--- src/sv/motor_dead_zone_pwm_split_top_macros.svh ---
// assertion macros shared by the dead-zone pwm split block
`ifndef MOTOR_DEAD_ZONE_PWM_SPLIT_TOP_MACROS_SVH
`define MOTOR_DEAD_ZONE_PWM_SPLIT_TOP_MACROS_SVH

// same-cycle implication, sampled on clk, off while in reset
`define MDZ_ASSERT_IMP(label, ante, cons) \
    label: assert property (@(posedge clk) disable iff (!rst_n) (ante) |-> (cons)) \
        else $error("mdz: same-cycle check failed");

// next-cycle implication, sampled on clk, off while in reset
`define MDZ_ASSERT_NXT(label, ante, cons) \
    label: assert property (@(posedge clk) disable iff (!rst_n) (ante) |=> (cons)) \
        else $error("mdz: next-cycle check failed");

`endif

--- src/sv/mdz_pkg.sv ---
// shared constants, types and register codes for the dead-zone pwm split block
package mdz_pkg;

    // defaults for the top level parameters
    localparam int MAX_PULSE_DEF   = 3600;
    localparam int MOTOR_COUNT_DEF = 4;

    // fixed figures of the scheme
    localparam int DZ_REGS  = 4;
    localparam int BAT_LOW  = 50;
    localparam int BAT_HIGH = 200;
    localparam int MV_SCALE = 100;

    // field widths
    localparam int DZ_W    = 13;
    localparam int MODE_W  = 2;
    localparam int BAT_W   = 10;
    localparam int NOM_W   = 8;
    localparam int FIX_W   = 12;
    localparam int CMD_W   = 13;
    localparam int MOTOR_W = 3;
    localparam int CMP_W   = 12;
    localparam int DIV_W   = 15;
    localparam int IDX_W   = 3;

    // chassis mode codes; the unused code behaves as normal
    localparam logic [MODE_W-1:0] MODE_NORMAL = 2'd0;
    localparam logic [MODE_W-1:0] MODE_FIXED  = 2'd1;
    localparam logic [MODE_W-1:0] MODE_FLIP   = 2'd2;
    localparam logic [MODE_W-1:0] MODE_SPARE  = 2'd3;

    // configuration register indexes
    typedef enum logic [IDX_W-1:0] {
        CFG_DEAD_ZONE_M0 = 3'd0,
        CFG_DEAD_ZONE_M1 = 3'd1,
        CFG_DEAD_ZONE_M2 = 3'd2,
        CFG_DEAD_ZONE_M3 = 3'd3,
        CFG_CHASSIS_MODE = 3'd4,
        CFG_NOMINAL_BAT  = 3'd5,
        CFG_FIXED_OFFSET = 3'd6
    } cfg_idx_t;

    // register file contents handed to the datapath
    typedef struct packed {
        logic [DZ_REGS-1:0][DZ_W-1:0] dead_zone;
        logic [MODE_W-1:0]            chassis_mode;
        logic [NOM_W-1:0]             nominal_battery;
        logic [FIX_W-1:0]             fixed_offset;
    } mdz_cfg_t;

    // per-request data that rides alongside the divider
    typedef struct packed {
        logic [MOTOR_W-1:0]      motor;
        logic                    drive;
        logic signed [CMD_W-1:0] cmd;
    } mdz_side_t;

endpackage

--- src/sv/mdz_prep.sv ---
// front stage: battery check, breakaway select and divider operands
module mdz_prep
    import mdz_pkg::*;
#(
    parameter int MAX_PULSE   = MAX_PULSE_DEF,
    parameter int MOTOR_COUNT = MOTOR_COUNT_DEF,
    parameter int NW          = DZ_W + $clog2(MAX_PULSE + 1)
)
(
    input  logic                    clk,
    input  logic                    rst_n,
    input  mdz_cfg_t                cfg,
    input  logic                    in_valid,
    output logic                    in_ready,
    input  logic [MOTOR_W-1:0]      motor_sel,
    input  logic signed [CMD_W-1:0] speed_cmd,
    input  logic [BAT_W-1:0]        battery_tenths,
    output logic                    out_valid,
    input  logic                    out_ready,
    output logic [NW-1:0]           out_num,
    output logic [DIV_W-1:0]        out_div,
    output mdz_side_t               out_side
);

    localparam int MOTOR_LIM = (MOTOR_COUNT < DZ_REGS) ? MOTOR_COUNT : DZ_REGS;

    logic             vld_reg;
    logic [NW-1:0]    num_reg, num_next;
    logic [DIV_W-1:0] div_reg, div_next;
    mdz_side_t        side_reg, side_next;
    logic             bat_ok;
    logic [NOM_W-1:0] nom_sat;
    logic [NOM_W-1:0] volts;
    logic [DZ_W-1:0]  dz_sel;

    // operands: breakaway times max pulse over volts times scale
    always_comb
    begin
        bat_ok  = (battery_tenths >= BAT_W'(BAT_LOW)) && (battery_tenths <= BAT_W'(BAT_HIGH));
        nom_sat = cfg.nominal_battery;
        if (cfg.nominal_battery < NOM_W'(BAT_LOW))
        begin
            nom_sat = NOM_W'(BAT_LOW);
        end
        else if (cfg.nominal_battery > NOM_W'(BAT_HIGH))
        begin
            nom_sat = NOM_W'(BAT_HIGH);
        end
        volts = bat_ok ? battery_tenths[NOM_W-1:0] : nom_sat;

        side_next.motor = motor_sel;
        side_next.drive = (motor_sel < MOTOR_W'(MOTOR_LIM));
        side_next.cmd   = speed_cmd;
        dz_sel          = side_next.drive ? cfg.dead_zone[motor_sel[1:0]] : '0;

        num_next = NW'(dz_sel) * NW'(MAX_PULSE);
        div_next = DIV_W'(volts) * DIV_W'(MV_SCALE);
    end

    assign in_ready = !vld_reg || out_ready;

    // stage valid
    always_ff @(posedge clk or negedge rst_n)
    begin
        if (!rst_n)
        begin
            vld_reg <= 1'b0;
        end
        else if (in_ready)
        begin
            vld_reg <= in_valid;
        end
    end

    // stage payload
    always_ff @(posedge clk)
    begin
        if (in_ready && in_valid)
        begin
            num_reg  <= num_next;
            div_reg  <= div_next;
            side_reg <= side_next;
        end
    end

    assign out_valid = vld_reg;
    assign out_num   = num_reg;
    assign out_div   = div_reg;
    assign out_side  = side_reg;

endmodule

--- src/sv/mdz_div.sv ---
// pipelined restoring divider, one quotient bit per stage
module mdz_div
    import mdz_pkg::*;
#(
    parameter int NW = 29,
    parameter int QW = 13
)
(
    input  logic             clk,
    input  logic             rst_n,
    input  logic             in_valid,
    output logic             in_ready,
    input  logic [NW-1:0]    in_num,
    input  logic [DIV_W-1:0] in_div,
    input  mdz_side_t        in_side,
    output logic             out_valid,
    input  logic             out_ready,
    output logic [QW-1:0]    out_quot,
    output mdz_side_t        out_side
);

    localparam int CW = ((NW > DIV_W + QW) ? NW : DIV_W + QW) + 1;

    logic             vld_reg  [QW];
    logic [NW-1:0]    rem_reg  [QW];
    logic [DIV_W-1:0] div_reg  [QW];
    logic [QW-1:0]    quot_reg [QW];
    mdz_side_t        side_reg [QW];
    logic [QW:0]      rdy;

    assign rdy[QW] = out_ready;

    for (genvar k = 0; k < QW; k++)
    begin : g_stage
        localparam int BIT = QW - 1 - k;

        logic             st_vld;
        logic [NW-1:0]    st_rem;
        logic [DIV_W-1:0] st_div;
        logic [QW-1:0]    st_quot;
        mdz_side_t        st_side;
        logic [CW-1:0]    rem_ext;
        logic [CW-1:0]    sub_ext;
        logic [CW-1:0]    diff;
        logic             fits;
        logic [NW-1:0]    rem_next;
        logic [QW-1:0]    quot_next;

        // stage input comes from the ports or the stage before
        if (k == 0)
        begin : g_first
            assign st_vld  = in_valid;
            assign st_rem  = in_num;
            assign st_div  = in_div;
            assign st_quot = '0;
            assign st_side = in_side;
        end
        else
        begin : g_next
            assign st_vld  = vld_reg[k-1];
            assign st_rem  = rem_reg[k-1];
            assign st_div  = div_reg[k-1];
            assign st_quot = quot_reg[k-1];
            assign st_side = side_reg[k-1];
        end

        // trial subtract of the shifted divisor
        always_comb
        begin
            rem_ext   = CW'(st_rem);
            sub_ext   = CW'(st_div) << BIT;
            diff      = rem_ext - sub_ext;
            fits      = (rem_ext >= sub_ext);
            rem_next  = fits ? diff[NW-1:0] : st_rem;
            quot_next = st_quot;
            quot_next[BIT] = fits;
        end

        assign rdy[k] = !vld_reg[k] || rdy[k+1];

        // stage valid
        always_ff @(posedge clk or negedge rst_n)
        begin
            if (!rst_n)
            begin
                vld_reg[k] <= 1'b0;
            end
            else if (rdy[k])
            begin
                vld_reg[k] <= st_vld;
            end
        end

        // stage payload
        always_ff @(posedge clk)
        begin
            if (rdy[k] && st_vld)
            begin
                rem_reg[k]  <= rem_next;
                div_reg[k]  <= st_div;
                quot_reg[k] <= quot_next;
                side_reg[k] <= st_side;
            end
        end
    end

    assign in_ready  = rdy[0];
    assign out_valid = vld_reg[QW-1];
    assign out_quot  = quot_reg[QW-1];
    assign out_side  = side_reg[QW-1];

endmodule

--- src/sv/mdz_post.sv ---
// back stages: offset add, direction, saturation and h-bridge split
module mdz_post
    import mdz_pkg::*;
#(
    parameter int MAX_PULSE = MAX_PULSE_DEF,
    parameter int QW        = 13
)
(
    input  logic               clk,
    input  logic               rst_n,
    input  mdz_cfg_t           cfg,
    input  logic               in_valid,
    output logic               in_ready,
    input  logic [QW-1:0]      in_quot,
    input  mdz_side_t          in_side,
    output logic               out_valid,
    input  logic               out_ready,
    output logic [MOTOR_W-1:0] motor_out,
    output logic               drive_valid,
    output logic [CMP_W-1:0]   compare_a,
    output logic [CMP_W-1:0]   compare_b
);

    localparam int PW  = $clog2(MAX_PULSE + 1);
    localparam int XW0 = (QW > PW) ? QW : PW;
    localparam int XW1 = (XW0 > FIX_W) ? XW0 : FIX_W;
    localparam int XW  = (XW1 > CMD_W) ? XW1 : CMD_W;
    localparam int SW  = XW + 2;

    // stage a: compensated command
    logic                    a_vld_reg;
    logic signed [SW-1:0]    a_sum_reg, a_sum_next;
    logic                    a_flip_reg, a_flip_next;
    logic                    a_drive_reg;
    logic [MOTOR_W-1:0]      a_motor_reg;
    logic                    a_rdy;
    logic [XW-1:0]           quot_x;
    logic [XW-1:0]           offset;
    logic signed [SW-1:0]    cmd_x;
    logic signed [SW-1:0]    off_x;

    // stage b: result register
    logic                    b_vld_reg;
    logic [MOTOR_W-1:0]      b_motor_reg;
    logic                    b_drive_reg;
    logic [CMP_W-1:0]        b_cmp_a_reg, b_cmp_a_next;
    logic [CMP_W-1:0]        b_cmp_b_reg, b_cmp_b_next;
    logic                    b_rdy;
    logic                    neg;
    logic                    neg_final;
    logic [SW-1:0]           abs_sum;
    logic [SW-1:0]           mag;

    // offset choice and add away from zero
    always_comb
    begin
        quot_x = XW'(in_quot);
        if (cfg.chassis_mode == MODE_FIXED)
        begin
            offset = XW'(cfg.fixed_offset);
        end
        else if (quot_x > XW'(MAX_PULSE - 1))
        begin
            offset = XW'(MAX_PULSE - 1);
        end
        else
        begin
            offset = quot_x;
        end
        cmd_x = SW'(in_side.cmd);
        off_x = $signed({2'b00, offset});
        if (in_side.cmd > 0)
        begin
            a_sum_next = cmd_x + off_x;
        end
        else if (in_side.cmd < 0)
        begin
            a_sum_next = cmd_x - off_x;
        end
        else
        begin
            a_sum_next = '0;
        end
        // four-wheel flip and the inverted motors fold into one sign change
        a_flip_next = (cfg.chassis_mode == MODE_FLIP) ^ (in_side.motor[MOTOR_W-1:1] == '0);
    end

    assign b_rdy    = !b_vld_reg || out_ready;
    assign a_rdy    = !a_vld_reg || b_rdy;
    assign in_ready = a_rdy;

    always_ff @(posedge clk or negedge rst_n)
    begin
        if (!rst_n)
        begin
            a_vld_reg <= 1'b0;
        end
        else if (a_rdy)
        begin
            a_vld_reg <= in_valid;
        end
    end

    always_ff @(posedge clk)
    begin
        if (a_rdy && in_valid)
        begin
            a_sum_reg   <= a_sum_next;
            a_flip_reg  <= a_flip_next;
            a_drive_reg <= in_side.drive;
            a_motor_reg <= in_side.motor;
        end
    end

    // saturate magnitude and split onto the two bridge sides
    always_comb
    begin
        neg       = a_sum_reg[SW-1];
        abs_sum   = neg ? SW'(-a_sum_reg) : SW'(a_sum_reg);
        mag       = (abs_sum > SW'(MAX_PULSE)) ? SW'(MAX_PULSE) : abs_sum;
        neg_final = neg ^ a_flip_reg;
        b_cmp_a_next = (a_drive_reg && !neg_final) ? mag[CMP_W-1:0] : '0;
        b_cmp_b_next = (a_drive_reg && neg_final) ? mag[CMP_W-1:0] : '0;
    end

    always_ff @(posedge clk or negedge rst_n)
    begin
        if (!rst_n)
        begin
            b_vld_reg <= 1'b0;
        end
        else if (b_rdy)
        begin
            b_vld_reg <= a_vld_reg;
        end
    end

    always_ff @(posedge clk)
    begin
        if (b_rdy && a_vld_reg)
        begin
            b_motor_reg <= a_motor_reg;
            b_drive_reg <= a_drive_reg;
            b_cmp_a_reg <= b_cmp_a_next;
            b_cmp_b_reg <= b_cmp_b_next;
        end
    end

    assign out_valid   = b_vld_reg;
    assign motor_out   = b_motor_reg;
    assign drive_valid = b_drive_reg;
    assign compare_a   = b_cmp_a_reg;
    assign compare_b   = b_cmp_b_reg;

endmodule

--- src/sv/motor_dead_zone_pwm_split_top.sv ---
// top level of the motor dead-zone compensation and h-bridge pwm split
//
// channel  direction  handshake                   payload
// s_axis   in         s_tvalid / s_tready         s_tdata: motor, speed, battery
// m_axis   out        m_tvalid / m_tready         m_tdata: motor, drive, compare a/b
// cfg      in         cfg_valid / cfg_ready       cfg_index, cfg_data
//
// one request per cycle sustained while m_tready stays high; the restoring divider
// between the operand and back stages resolves one quotient bit per stage
// reset clears every stage valid and loads the register reset values
// each stage holds while its successor is full and stalled; empty stages fill
// behind a stalled output, so s_tready falls only once the whole pipe is full
// cfg_ready is always high; writes take effect the next cycle
`include "motor_dead_zone_pwm_split_top_macros.svh"

module motor_dead_zone_pwm_split_top
    import mdz_pkg::*;
#(
    parameter int MAX_PULSE   = MAX_PULSE_DEF,
    parameter int MOTOR_COUNT = MOTOR_COUNT_DEF
)
(
    input  logic              clk,
    input  logic              rst_n,
    input  logic              s_tvalid,
    output logic              s_tready,
    // [2:0] motor_sel, [15:3] speed_cmd, [25:16] battery_tenths, [31:26] zero
    input  logic [31:0]       s_tdata,
    output logic              m_tvalid,
    input  logic              m_tready,
    // [2:0] motor_out, [3] drive_valid, [15:4] compare_a, [27:16] compare_b, [31:28] zero
    output logic [31:0]       m_tdata,
    input  logic              cfg_valid,
    output logic              cfg_ready,
    input  logic [IDX_W-1:0]  cfg_index,
    input  logic [DZ_W-1:0]   cfg_data
);

    localparam int PW   = $clog2(MAX_PULSE + 1);
    localparam int NW   = DZ_W + PW;
    localparam int QMAX = ((2 ** DZ_W - 1) * MAX_PULSE) / (BAT_LOW * MV_SCALE);
    localparam int QW   = $clog2(QMAX + 1);

    // configuration registers
    logic [DZ_REGS-1:0][DZ_W-1:0] dead_zone_reg;
    logic [MODE_W-1:0]            chassis_mode_reg;
    logic [NOM_W-1:0]             nominal_battery_reg;
    logic [FIX_W-1:0]             fixed_offset_reg;
    mdz_cfg_t                     cfg;

    // datapath links
    logic               prep_valid, prep_ready;
    logic [NW-1:0]      prep_num;
    logic [DIV_W-1:0]   prep_div;
    mdz_side_t          prep_side;
    logic               div_valid, div_ready;
    logic [QW-1:0]      div_quot;
    mdz_side_t          div_side;
    logic [MOTOR_W-1:0] motor_out;
    logic               drive_valid;
    logic [CMP_W-1:0]   compare_a;
    logic [CMP_W-1:0]   compare_b;
    logic               mode_write;

    assign cfg_ready = 1'b1;

    // register writes
    always_ff @(posedge clk or negedge rst_n)
    begin
        if (!rst_n)
        begin
            dead_zone_reg       <= '0;
            chassis_mode_reg    <= MODE_NORMAL;
            nominal_battery_reg <= NOM_W'(120);
            fixed_offset_reg    <= '0;
        end
        else if (cfg_valid && cfg_ready)
        begin
            unique case (cfg_idx_t'(cfg_index))
                CFG_DEAD_ZONE_M0: dead_zone_reg[0]    <= cfg_data;
                CFG_DEAD_ZONE_M1: dead_zone_reg[1]    <= cfg_data;
                CFG_DEAD_ZONE_M2: dead_zone_reg[2]    <= cfg_data;
                CFG_DEAD_ZONE_M3: dead_zone_reg[3]    <= cfg_data;
                CFG_CHASSIS_MODE: chassis_mode_reg    <= cfg_data[MODE_W-1:0];
                CFG_NOMINAL_BAT:  nominal_battery_reg <= cfg_data[NOM_W-1:0];
                CFG_FIXED_OFFSET: fixed_offset_reg    <= cfg_data[FIX_W-1:0];
                default:          ;
            endcase
        end
    end

    assign cfg.dead_zone       = dead_zone_reg;
    assign cfg.chassis_mode    = chassis_mode_reg;
    assign cfg.nominal_battery = nominal_battery_reg;
    assign cfg.fixed_offset    = fixed_offset_reg;

    // operand stage
    mdz_prep #(
        .MAX_PULSE   (MAX_PULSE),
        .MOTOR_COUNT (MOTOR_COUNT),
        .NW          (NW)
    ) u_prep (
        .clk            (clk),
        .rst_n          (rst_n),
        .cfg            (cfg),
        .in_valid       (s_tvalid),
        .in_ready       (s_tready),
        .motor_sel      (s_tdata[2:0]),
        .speed_cmd      ($signed(s_tdata[15:3])),
        .battery_tenths (s_tdata[25:16]),
        .out_valid      (prep_valid),
        .out_ready      (prep_ready),
        .out_num        (prep_num),
        .out_div        (prep_div),
        .out_side       (prep_side)
    );

    // divider pipe
    mdz_div #(
        .NW (NW),
        .QW (QW)
    ) u_div (
        .clk       (clk),
        .rst_n     (rst_n),
        .in_valid  (prep_valid),
        .in_ready  (prep_ready),
        .in_num    (prep_num),
        .in_div    (prep_div),
        .in_side   (prep_side),
        .out_valid (div_valid),
        .out_ready (div_ready),
        .out_quot  (div_quot),
        .out_side  (div_side)
    );

    // offset, saturation and split
    mdz_post #(
        .MAX_PULSE (MAX_PULSE),
        .QW        (QW)
    ) u_post (
        .clk         (clk),
        .rst_n       (rst_n),
        .cfg         (cfg),
        .in_valid    (div_valid),
        .in_ready    (div_ready),
        .in_quot     (div_quot),
        .in_side     (div_side),
        .out_valid   (m_tvalid),
        .out_ready   (m_tready),
        .motor_out   (motor_out),
        .drive_valid (drive_valid),
        .compare_a   (compare_a),
        .compare_b   (compare_b)
    );

    assign m_tdata = {4'b0000, compare_b, compare_a, drive_valid, motor_out};

    // checks
    assign mode_write = cfg_valid && cfg_ready && (cfg_index == CFG_CHASSIS_MODE);

    `MDZ_ASSERT_IMP(a_no_drive_zero, m_tvalid && !drive_valid, compare_a == '0 && compare_b == '0)
    `MDZ_ASSERT_IMP(a_one_side, m_tvalid, compare_a == '0 || compare_b == '0)
    `MDZ_ASSERT_IMP(a_ready_chain, m_tready, s_tready)
    `MDZ_ASSERT_NXT(a_mode_write, mode_write, chassis_mode_reg == $past(cfg_data[MODE_W-1:0]))

endmodule
--- config.mk ---
export PLATFORM = sky130hd
export DESIGN_NAME = motor_dead_zone_pwm_split_top
export DESIGN_NICKNAME = d
export VERILOG_FILES = /design/src/sv/mdz_pkg.sv /design/src/sv/mdz_prep.sv /design/src/sv/mdz_div.sv /design/src/sv/mdz_post.sv /design/src/sv/motor_dead_zone_pwm_split_top.sv
export VERILOG_INCLUDE_DIRS = /design/src /design/src/sv
export SDC_FILE = /design/constraint.sdc
export NUM_CORES = 1
export LEC_CHECK = 0
export BUFFER_PORTS_ARGS = -buffer_cell sky130_fd_sc_hd__buf_4
export CAP_MARGIN = 15
export CORE_MARGIN = 5
export CORE_UTILIZATION = 40
export CTS_CLUSTER_DIAMETER = 40
export DETAILED_ROUTE_END_ITERATION = 10
export MAX_ROUTING_LAYER = met4
export PLACE_DENSITY = 0.63
export SYNTH_ARGS = -nofsm -noshare
export SYNTH_HDL_FRONTEND = slang
export SYNTH_HIERARCHICAL = 1
export SYNTH_SLANG_ARGS = --single-unit
--- constraint.sdc ---
create_clock -name clk -period 7.5 [get_ports clk]
set_input_delay 0 -clock clk [delete_from_list [all_inputs] [get_ports clk]]
set_output_delay 0 -clock clk [all_outputs]
set_load 0.02 [all_outputs]
Word level (Yosys, flattened, before mapping)
Memories as Yosys holds them, arrays and structs flattened.
Cells that the tools add are included.
{"block": "totals", "input_bits": 53, "wordCells": 203, "latchBits": 0, "n_memories": 4, "ramBits": 910, "romBits": 0, "reg_bits": 189}
{"memory": "u_div.rem_reg", "depth": 13, "width": 25, "read_ports": 12, "rd_ports_with_merged_regs": 0, "wr": 13, "line": "mdz_div.sv:25", "rtl": "logic [NW-1:0] rem_reg [QW];"}
{"memory": "u_div.side_reg", "depth": 13, "width": 17, "read_ports": 13, "rd_ports_with_merged_regs": 0, "wr": 13, "line": "mdz_div.sv:28", "rtl": "mdz_side_t side_reg [QW];"}
{"memory": "u_div.div_reg", "depth": 13, "width": 15, "read_ports": 12, "rd_ports_with_merged_regs": 0, "wr": 13, "line": "mdz_div.sv:26", "rtl": "logic [DIV_W-1:0] div_reg [QW];"}
{"memory": "u_div.quot_reg", "depth": 13, "width": 13, "read_ports": 13, "rd_ports_with_merged_regs": 0, "wr": 13, "line": "mdz_div.sv:27", "rtl": "logic [QW-1:0] quot_reg [QW];"}
{"block": "op_classes", "addsub": 16, "n_bitwise": 2, "n_div": 0, "n_mul": 2, "n_reduce_logical": 61, "mux": 51, "n_lt_le_gt_ge": 23, "eq_ne": 8, "n_shift": 0}
{"operator": "$mux W25", "n": 13}
{"operator": "$sub A25 B25 Y25", "n": 3}
{"operator": "$mux W13", "n": 4}
{"operator": "$mux W15", "n": 3}
{"operator": "$ge A25 B27 Y1", "n": 1}
{"operator": "$bmux W13 S2", "n": 1}
{"operator": "$ge A25 B26 Y1", "n": 1}
{"operator": "$mux W1", "n": 26}
{"operator": "$ge A25 B15 Y1", "n": 1}
{"operator": "$ge A25 B16 Y1", "n": 1}
{"operator": "$ge A25 B17 Y1", "n": 1}
{"operator": "$ge A25 B18 Y1", "n": 1}
{"operator": "$ge A25 B19 Y1", "n": 1}
{"operator": "$ge A25 B20 Y1", "n": 1}
{"operator": "$ge A25 B21 Y1", "n": 1}
{"operator": "$ge A25 B22 Y1", "n": 1}
{"operator": "$ge A25 B23 Y1", "n": 1}
{"operator": "$ge A25 B24 Y1", "n": 1}
{"operator": "$ge A25 B25 Y1", "n": 1}
{"operator": "$sub A25 B15 Y25", "n": 1}
{"operator": "$sub A25 B16 Y25", "n": 1}
{"operator": "$sub A25 B17 Y25", "n": 1}
{"operator": "$sub A25 B18 Y25", "n": 1}
{"operator": "$sub A25 B19 Y25", "n": 1}
{"operator": "other kinds (34)", "n": 95}

Logic depth before layout (Yosys ltp)
Gate-level depths: netlist of run 1.
{"block": "logic_depth", "depth_word": 19, "depth_mapped": 16, "depth_no_buf": 15}

Cells and area by module
Netlist of run 1, hierarchy kept.
{"module": "mdz_div", "n_inst": 1, "seq_area_each_um2": 24108.1, "area_each_um2": 36647.6, "cells_per_inst": 2737}
{"module": "mdz_prep", "n_inst": 1, "seq_area_each_um2": 1556.5, "area_each_um2": 4473.0, "cells_per_inst": 385}
{"module": "mdz_post", "n_inst": 1, "seq_area_each_um2": 1491.4, "area_each_um2": 3863.7, "cells_per_inst": 401}
{"module": "motor_dead_zone_pwm_split_top", "n_inst": 1, "seq_area_each_um2": 1856.8, "area_each_um2": 2894.0, "cells_per_inst": 168}

Least setup slack after synthesis of run 1
Ideal clock, no wire load.
{"block": "synth_path", "path_type": "reg2reg", "start": "register u_post.b_vld_reg (netlist: u_post/out_valid)", "end": "memory u_div.div_reg[4][0] (netlist: u_div/div_reg[1][0]) (enable)", "arrival_ps": 5750, "setup_time_ps": 577, "path_stages_with_launch": 8, "setup_slack_ps": 1173, "cell_sequence": "dfrtp_1 nand3b_1 nor2b_1 nand3_1 nor2_1 and2_1 and3_1 a21boi_0"}
{"item": "start, declared", "line": "mdz_post.sv:43", "rtl": "logic b_vld_reg;"}
{"item": "start signal, assigned", "line": "mdz_post.sv:134", "rtl": "b_vld_reg <= a_vld_reg;"}
{"item": "end, declared", "line": "mdz_div.sv:26"}

Worst setup path after layout of run 1
{"block": "layout_path", "start": "input s_tdata[18]", "end": "register u_prep.div_reg[13] (netlist: u_prep/out_div[13]), data pin"}
{"block": "layout_between", "elab_chain_len": 4, "elab_cells_between_ends": 5}
{"item": "start, declared", "line": "motor_dead_zone_pwm_split_top.sv:28", "rtl": "input logic [31:0] s_tdata,"}
{"item": "$ge A10 B6 Y1 or $le A10 B8 Y1 (tied branches)", "line": "mdz_prep.sv:39", "rtl": "bat_ok = (battery_tenths >= BAT_W'(BAT_LOW)) && (battery_tenths <= BAT_W'(BAT_HIGH));"}
{"item": "$logic_and A1 B1 Y1", "line": "mdz_prep.sv:39"}
{"item": "$mux W8 *", "line": "mdz_prep.sv:49", "rtl": "volts = bat_ok ? battery_tenths[NOM_W-1:0] : nom_sat;"}
{"item": "$mul A8 B5 Y13 *", "line": "mdz_prep.sv:57", "rtl": "div_next = DIV_W'(volts) * DIV_W'(MV_SCALE);"}
{"item": "net u_prep.div_next[13]", "line": "mdz_prep.sv:29", "rtl": "logic [DIV_W-1:0] div_reg, div_next;"}
{"item": "end signal, assigned", "line": "mdz_prep.sv:81", "rtl": "div_reg <= div_next;"}
{"item": "end, declared", "line": "mdz_prep.sv:29"}
The timed path passes the listed nets; every way through them passes the cells marked *.
A chain may end at the register's enable or synchronous reset.

==> results.yml, run 1 <==
drt:
  wl_met3_mm: 3.57
  dr.pass1.iters: 5
  drt-met1-wl_mm: 39.6
  ant_nets: 0
  avgRoutedWirePerCell_um: 16.8
  drt_first_iter_violations: 1793
  via_per_inst: 5.07
  wl_mm: 94.9
  dr_total_vias: 28600
  remaining_drc_errors: 0
  top_layer: "met4"
  route.met2.wl_mm: 47.8
synthesis:
  synth_warnings: 6
  synth_seq_cells: 981
  async_reset_ff_share_pct: 9.17
  syn_area_mm2: 0.0479
  synth_cells: 3691
  yosysUniqueCellTypes: 102
  synth_top_area_cell: "edfxtp_1"
  yosysTopAreaCellShare_pct: 55.9
  synthFlopType: "edfxtp_1"
  ys_seq_area_share_pct: 60.6
  synthTopCellsByArea: "edfxtp_1, ha_1, dfrtp_1"
  synth_area_per_cell_um2: 13.0
  synth_edf_count: 891
clocking:
  cts_setup_buffers: 0
  clk_latency_ns: 0.72
  clk_pin_slew_ns: 0.06
  clock_sinks: 981
  cts-hold-fix-buffers: 62
  numCtsBuffers: 136
  h-tree-depth: 4
  cts_resized: 0
  cts-root-buf: "clkbuf_16"
  cts_tree: "built"
  cts_buffer_depth: 3
global_route:
  gr-total-overflow: 0
  antenna_found_initial: 1
  grt_pass1_vias: 28500
  grt_pass1_wl_mm: 152
  grt_max_degree: 74
  track_usage_pct: 15.5
worst_setup_path:
  path_depth: 17
  cpMaxStageDelayCell: "dlygate4sd3_1"
  cpLargestDelayFamily: "compound AO/OA/AOI/OAI gates"
  reg2reg_depth: 15
  crit_chain: "dlygate4sd3_1 -> buf_4 -> o31a_2 -> nor3_1 -> o211a_2 -> nand2_1 -> dlygate4sd3_1 -> o21ai_1 -> ha_1 -> ha_1 -> ha_1 -> ha_1 -> a21o_1 -> a211oi_1 -> nor2_1 -> o41ai_1 -> xnor2_1"
  crit_buf_inv: 3
  worst-setup-path-type: "input port to register"
  start_kind: "input port"
  critical_path_arrival_ns: 4.80
  crit_top_cell: "ha_1"
  end_kind: "register"
  required_ns: 7.96
  path_max_fanout: 13
  slowest_delay_ns: 0.55
final_layout:
  synthToLayoutAreaGrowth_pct: 16.4
  fin_nets: 4304
  final_cell_mix: "edfxtp_1, ha_1, inv_1"
  largest_reg_flops: 300
  drive_above_1_share_pct: 13.4
  final_common_cell: "edfxtp_1"
sta:
  setup-tns-final_ns: 0
  slew_headroom_pct: 25.1
  maxClockFrequency_mhz: 231
  fin_crit_sh_pct: 57.8
  drv_slew: 0
  tightest_slew_ns: 1.12
  hold_viol: 0
  setup_slack_ns: 3.16
  fin_crit_ns: 4.34
  fin_hold_ws_ns: 0.0865
  fin_skew_ns: 0.0227
  rsz0062_at_grt: "false"
  finalSetupViolCount: 0
floorplan:
  ioPinCount: 88
  start_util_pct: 40.1
  chipHeight_um: 356
  dieArea_mm2: 0.127
  die_w_um: 356
  rows: 127
  core-area_mm2: 0.119
power_and_ir_drop:
  power_uw: 23100
  ir_drop_mv: 0.259
  power.density_mw_per_mm2: 415
  p_leak_uw: 0.0219
placement:
  hpwl_mm: 70.2
  dp_slack_ns: 3.18
  gp_congestion: 0.886
  portBuffers: 76
hold_path:
  min_path_cells: 3
  holdCritPathClass: "input port to register"
status:
  status: "complete, no violations"
flow_run:
  max_cap_viol_count: 0
-- cell usage after synthesis, types with 21 or more instances --
| cell | number |
|---|---|
| a211oi_1 | 31 |
| nor4_1 | 38 |
| o21ai_0 | 177 |
| or3_1 | 29 |
| nor2b_1 | 59 |
| nand2b_1 | 51 |
| dfrtp_1 | 86 |
| ha_1 | 304 |
| clkbuf_1 | 45 |
| nand2_1 | 208 |
| o21a_1 | 38 |
| o31ai_1 | 31 |
| or2_2 | 21 |
| mux2_2 | 113 |
| nor2_1 | 208 |
| fa_1 | 29 |
| a21o_1 | 70 |
| edfxtp_1 | 891 |
| xnor2_1 | 113 |
| xor2_1 | 92 |
| and2_1 | 33 |
| inv_1 | 296 |
| a21oi_1 | 213 |
| nor3_1 | 80 |
| nand4_1 | 32 |
| and3_1 | 23 |
| nand3_1 | 48 |
-- power breakdown --
group | switching (uW) | internal [uW]
combinational | 4500 | 3430
clock | 2440 | 4030
sequential | 807 | 7900
-- metrics by stage --
stage	area, um^2	utilization (%)	instances
CTS	55700	46.6	5641
global route	55700	46.7	5646
floorplan	47900	-	3701
global placement	50300	42.2	5326
finish	55700	46.7	5648
detailed placement	50300	42.2	5326
-- layout make-up --
class | instances | area (um^2)
antenna | 3 | 7.51
clock buffer | 158 | 3590
clock inverter | 95 | 1130
fill | 10500 | 63600
inverter | 297 | 1110
multi-input combinational | 2337 | 17400
sequential | 981 | 29000
tap | 1612 | 2020
timing repair buffer | 165 | 1450
-- worst min-delay path, delay by kind of cell --
kind | cells | cell delay (ns)
buf+inv | 2 | 0.67
simple gates | 1 | 0.11
-- logic make-up (layout without fill, tap and decap cells) --
family / count (synthesis) / after routing / share of synthesized area (%)
other: 5 / 18 / 0.0392
DFF: 981 / 981 / 60.6
AOI/OAI and AO/OA: 734 / 734 / 9.77
adders and majority gates: 333 / 333 / 9.16
xor gates and xnor gates: 206 / 206 / 3.78
muxes: 140 / 140 / 3.43
and+or+nand+nor: 909 / 909 / 9.95
buffers and inverters: 383 / 715 / 3.27
-- metal layers --
metal  vias up  GRT usage [%]
met1     13600           17.9
met5         -              -
met3       216           2.70
met4         0           6.55
met2       559           26.8
li1      14200              -
-- path summary, 6_finish.rpt --
kind	startpoint	end	slack, ns
min	s_tvalid	u_prep/out_valid	0.09
max in group asynchronous	rst_n	fixed_offset_reg[9]	6.65
max	s_tdata[18]	u_prep/out_div[13]	3.16
max reg2reg	cfg[22]	u_prep/out_num[21]	3.20
min reg2reg	u_prep/out_side[6]	u_div/side_reg[0][6]	0.41
min in group asynchronous	rst_n	u_div/g_stage[7].st_vld	0.18
Power figures use the tool's default switching activity.
==> inputs of run 2 (changes only) <==
==> constraint.sdc (replaced) <==
create_clock -name clk -period 4.2 [get_ports clk]
set_input_delay 0 -clock clk [delete_from_list [all_inputs] [get_ports clk]]
set_output_delay 0 -clock clk [all_outputs]
set_load 0.02 [all_outputs]
==> run 2 against run 1 <==
Net effect: clock skew is 0.0071 ns higher; clock power is 80% higher; sequential power is 79% higher; hold slack worse by 0.0063 ns; combinational power is 85% higher; count of clock-buffer cells in the layout is 4 higher; critical endpoint is now u_prep/out_num[22]; utilization is 0.51 points higher; highest routed layer unchanged; non-clock buffer count is 50 higher; design area is 1.1% higher; global-route usage is 0.85 points higher; die area stayed put; first-iteration DRC count is 10% lower.
==> results.yml, run 2 (synthesized netlist as in run 1, its figures left out) <==
power_and_ir_drop:
  power.density_mw_per_mm2: 743
  ir_drop_mv: 0.416
  p_leak_uw: 0.0222
  power_uw: 41900
clocking:
  clk_latency_ns: 0.75
  cts-root-buf: "clkbuf_16"
  clk_pin_slew_ns: 0.06
  h-tree-depth: 4
  cts_tree: "built"
  clock_sinks: 981
  numCtsBuffers: 140
  cts_buffer_depth: 3
sta:
  drv_slew: 0
  maxClockFrequency_mhz: 241
  setup_slack_ns: 0.0563
  fin_skew_ns: 0.0297
  hold_viol: 0
  tightest_slew_ns: 1.07
  setup-tns-final_ns: 0
  fin_crit_sh_pct: 98.7
  fin_crit_ns: 4.14
  rsz0062_at_grt: "true"
  slew_headroom_pct: 27.6
  finalSetupViolCount: 0
global_route:
  track_usage_pct: 16.4
  gr-total-overflow: 0
  grt_pass1_vias: 29200
  grt_max_degree: 67
  antenna_found_initial: 4
  grt_pass1_wl_mm: 159
floorplan:
  dieArea_mm2: 0.127
  ioPinCount: 88
  chipHeight_um: 356
  rows: 127
  die_w_um: 356
  core-area_mm2: 0.119
  start_util_pct: 40.1
final_layout:
  fin_nets: 4358
  final_common_cell: "edfxtp_1"
  fin_area_mm2: 0.0564
  final_cell_mix: "edfxtp_1, ha_1, inv_1"
  largest_reg_flops: 300
  synthToLayoutAreaGrowth_pct: 17.7
  fin_cells: 5705
  drive_above_1_share_pct: 15.0
placement:
  dp.cells: 5372
  dp_slack_ns: -0.0604
  portBuffers: 76
  placed_area_mm2: 0.0507
  hpwl_mm: 74.2
  gp_congestion: 0.880
drt:
  dr.pass1.iters: 5
  avgRoutedWirePerCell_um: 17.4
  ant_nets: 0
  wl_mm: 99.5
  drt_first_iter_violations: 1608
  via_per_inst: 5.05
  remaining_drc_errors: 0
  dr_total_vias: 28800
worst_setup_path:
  worst-setup-path-type: "register to register"
  start_kind: "register"
  required_ns: 4.67
  rr_startpoint: "cfg[62]"
  crit_start: "cfg[62]"
  reg2reg_depth: 14
  end_kind: "register"
  rr_endpoint: "u_prep/out_num[22]"
  regToRegSetupSlack_ns: 0.06
  path_max_fanout: 3
  critical_path_arrival_ns: 4.62
hold_path:
  holdCritPathClass: "input port to register"
  min_from: "s_tdata[24]"
  holdPathEnd: "u_prep/out_div[2]"
  min_path_cells: 4
flow_run:
  max_cap_viol_count: 0
status:
  status: "complete, no violations"
## run 2: area by class of cell
| type | instances | area [um^2] |
|---|---|---|
| Antenna cell | 4 | 10.0 |
| Clock buffer | 162 | 3700 |
| Clock inverter | 97 | 1060 |
| Fill cell | 10500 | 63000 |
| Inverter | 297 | 1110 |
| Multi-Input combinational cell | 2337 | 17500 |
| Sequential cell | 981 | 29000 |
| Tap cell | 1612 | 2020 |
| Timing Repair Buffer | 215 | 1900 |
## run 2: worst max path at each step
stage / to / slack [ns] / cells past startpoint
after global routing: u_prep/out_num[22] / -0.07 / 14
after CTS: u_prep/out_num[21] / 0.007 / 15
after floorplan: u_prep/out_num[22] / 0.26 / 14
after detailed placement: u_prep/out_num[22] / -0.06 / 14
final: u_prep/out_num[22] / 0.06 / 14
after global placement: u_prep/out_num[21] / 0.02 / 15
## run 2: power by group
| group | switching, uW | leakage [uW] | internal [uW] |
|---|---|---|---|
| clock network | 4410 | 0.00230 | 7220 |
| logic | 8300 | 0.0102 | 6350 |
| registers | 1480 | 0.00973 | 14100 |
| total | 14200 | 0.0222 | 27700 |
## run 2: worst max-delay path, stage by stage, from the launching register on
cell      delay (ns)
dfrtp_1         0.37
mux4_2          0.53
xnor2_2         0.19
nor2_2          0.06
ha_2            0.16
or2_1           0.24
ha_4            0.22
fa_1            0.48
ha_1            0.32
ha_1            0.29
a21oi_2         0.15
nand4b_1        0.23
a21oi_4         0.12
o41ai_4         0.40
xnor2_1         0.12
## run 2: repair_timing
item / in CTS / in global routing
endpoints found under the hold margin: 208 / 0
buffers inserted: 0 / 4
gates resized for setup: 1 / 20
setup endpoints to repair: 1 / 13
hold buffers: 65 / 0
pin swaps: 0 / 12
## run 2: per-stage QoR
stage               hold WS (ns)  util [%]
floorplan                 -0.296         -
global placement          0.0451      42.5
detailed placement        0.0514      42.5
CTS                      0.00649      47.1
global route              0.0601      47.2
finish                    0.0802      47.2
## run 2: metal layers
metal / share of wire [%] / global-route usage [%] / up-vias / routed length [um]
met5: 0 / - / - / 0
li1: - / - / 14300 / -
met1: 42 / 19.0 / 13900 / 41700
met2: 52 / 28.8 / 497 / 51400
met3: 3.7 / 2.69 / 177 / 3640
met4: 2.8 / 5.74 / 0 / 2790
==> inputs of run 3 (changes only) <==
--- a/config.mk
+++ b/config.mk
@@ -6,14 +6,14 @@
 export SDC_FILE = /design/constraint.sdc
 export NUM_CORES = 1
 export LEC_CHECK = 0
-export BUFFER_PORTS_ARGS = -buffer_cell sky130_fd_sc_hd__buf_4
 export CAP_MARGIN = 15
 export CORE_MARGIN = 5
 export CORE_UTILIZATION = 40
 export CTS_CLUSTER_DIAMETER = 40
 export DETAILED_ROUTE_END_ITERATION = 10
+export DONT_BUFFER_PORTS = 1
 export MAX_ROUTING_LAYER = met4
-export PLACE_DENSITY = 0.63
+export PLACE_DENSITY = 0.62
 export SYNTH_ARGS = -nofsm -noshare
 export SYNTH_HDL_FRONTEND = slang
 export SYNTH_HIERARCHICAL = 1
==> run 3 against run 2 <==
Net effect: setup slack better by 0.076 ns; hold slack got worse by 0.036 ns; clock skew grew 0.028 ns.
==> results.yml, run 3 (synthesized netlist as in run 1, its figures left out) <==
final_layout:
  fin_area_mm2: 0.0559
  largest_reg_flops: 300
  synthToLayoutAreaGrowth_pct: 16.8
  fin_util_pct: 46.9
  final_cell_mix: "edfxtp_1, ha_1, inv_1"
  fin_nets: 4272
  final_common_cell: "edfxtp_1"
  fin_cells: 5627
  drive_above_1_share_pct: 13.0
sta:
  fin_crit_ns: 4.07
  hold_viol: 0
  fin_crit_sh_pct: 96.9
  slew_headroom_pct: 25.5
  maxClockFrequency_mhz: 246
  drv_slew: 0
  finalSetupViolCount: 0
  tightest_slew_ns: 1.12
  fin_hold_ws_ns: 0.0443
  fin_skew_ns: 0.0582
placement:
  hpwl_mm: 72.0
  gp_congestion: 0.914
  portBuffers: 0
  dp.cells: 5277
  placed_area_mm2: 0.0500
power_and_ir_drop:
  ir_drop_mv: 0.469
  power.density_mw_per_mm2: 754
  p_leak_uw: 0.0218
drt:
  dr.pass1.iters: 5
  via_per_inst: 5.13
  wl_mm: 99.8
  ant_nets: 0
  avgRoutedWirePerCell_um: 17.7
  dr_total_vias: 28800
  drt_first_iter_violations: 1952
  remaining_drc_errors: 0
floorplan:
  dieArea_mm2: 0.127
  rows: 127
  core-area_mm2: 0.119
  ioPinCount: 88
  start_util_pct: 40.1
  die_w_um: 356
  chipHeight_um: 356
global_route:
  grt_pass1_vias: 28700
  antenna_found_initial: 10
  grt_pass1_wl_mm: 157
  grt_max_degree: 87
  track_usage_pct: 16.2
  gr-total-overflow: 0
hold_path:
  holdCritPathClass: "input port to register"
worst_setup_path:
  critical_path_arrival_ns: 4.54
  path_max_fanout: 3
  end_kind: "register"
  required_ns: 4.67
  start_kind: "register"
  worst-setup-path-type: "register to register"
flow_run:
  max_cap_viol_count: 0
clocking:
  clock_sinks: 981
  cts_tree: "built"
  cts-root-buf: "clkbuf_16"
  numCtsBuffers: 142
  h-tree-depth: 4
  clk_pin_slew_ns: 0.05
  cts_buffer_depth: 3
  clk_latency_ns: 0.75
status:
  status: "complete, no violations"
==> run 3: worst max-delay path, stage by stage (launching register included) <==
cell and delay [ns]:
dfrtp_1 0.37, mux4_2 0.53, xnor2_1 0.18, nor2_1 0.08, ha_1 0.18, or2_4 0.26, ha_4 0.28, fa_1 0.45
ha_4 0.30, ha_4 0.19, a21oi_2 0.15, nand4b_1 0.24, a21oi_4 0.13, o41ai_4 0.38, xnor2_1 0.11
==> run 3: stage by stage <==
step / worst slack [ns] / setup TNS [ns] / total power [uW]
finish: 0.132 / 0 / 42200
global route: -0.0322 / -0.0322 / 44900
CTS: 0.0248 / 0 / 42500
detailed placement: -0.00900 / -0.00900 / 30000
global placement: 0.00681 / 0 / 29800
floorplan: 0.257 / 0 / 26200
==> run 3: path summary, 6_finish.rpt <==
kind                                             from                endpoint  slack, ns  cells after the start
worst max-delay path                          cfg[62]      u_prep/out_num[22]       0.13                     14
worst min-delay path                      s_tdata[22]      u_prep/out_div[14]       0.04                      5
worst max register to register                cfg[62]      u_prep/out_num[22]       0.13                     14
max in group asynchronous                       rst_n                 cfg[58]       3.15                      4
worst min register to register  u_div/quot_reg[2][22]   u_div/quot_reg[2][35]       0.40                      0
min in group asynchronous                       rst_n  nominal_battery_reg[5]       0.52                      3
==> run 3: power breakdown <==
part,internal (uW),switching [uW]
Clock,7420,4670
Sequential,14100,1640
Combinational,6190,8130
==> run 3: final cells by class <==
cell class	count	area [um^2]
Clock buffer	157	3680
Tap cell	1612	2020
Timing Repair Buffer	127	1220
Multi-Input combinational cell	2337	17500
Sequential cell	981	29000
Antenna cell	9	22.5
Clock inverter	107	1330
Inverter	297	1110
Fill cell	10400	63400
==> run 3: repair_timing <==
item / 4_1_cts / 5_1_grt
endpoints found under the setup margin: 4 / 10
buffers inserted: 0 / 1
hold buffers: 76 / 0
pin swaps: 0 / 8
resized for setup: 4 / 15
endpoints found under the hold margin: 253 / 0
gates cloned: 0 / 0
==> run 3: layer usage <==
layer / track usage (%) / part of all wire, % / vias to the layer above
li1: - / - / 14100
met1: 19.4 / 43 / 13900
met2: 26.9 / 49 / 587
met3: 3.15 / 4.4 / 229
met4: 7.04 / 4.3 / 0
met5: - / 0 / -
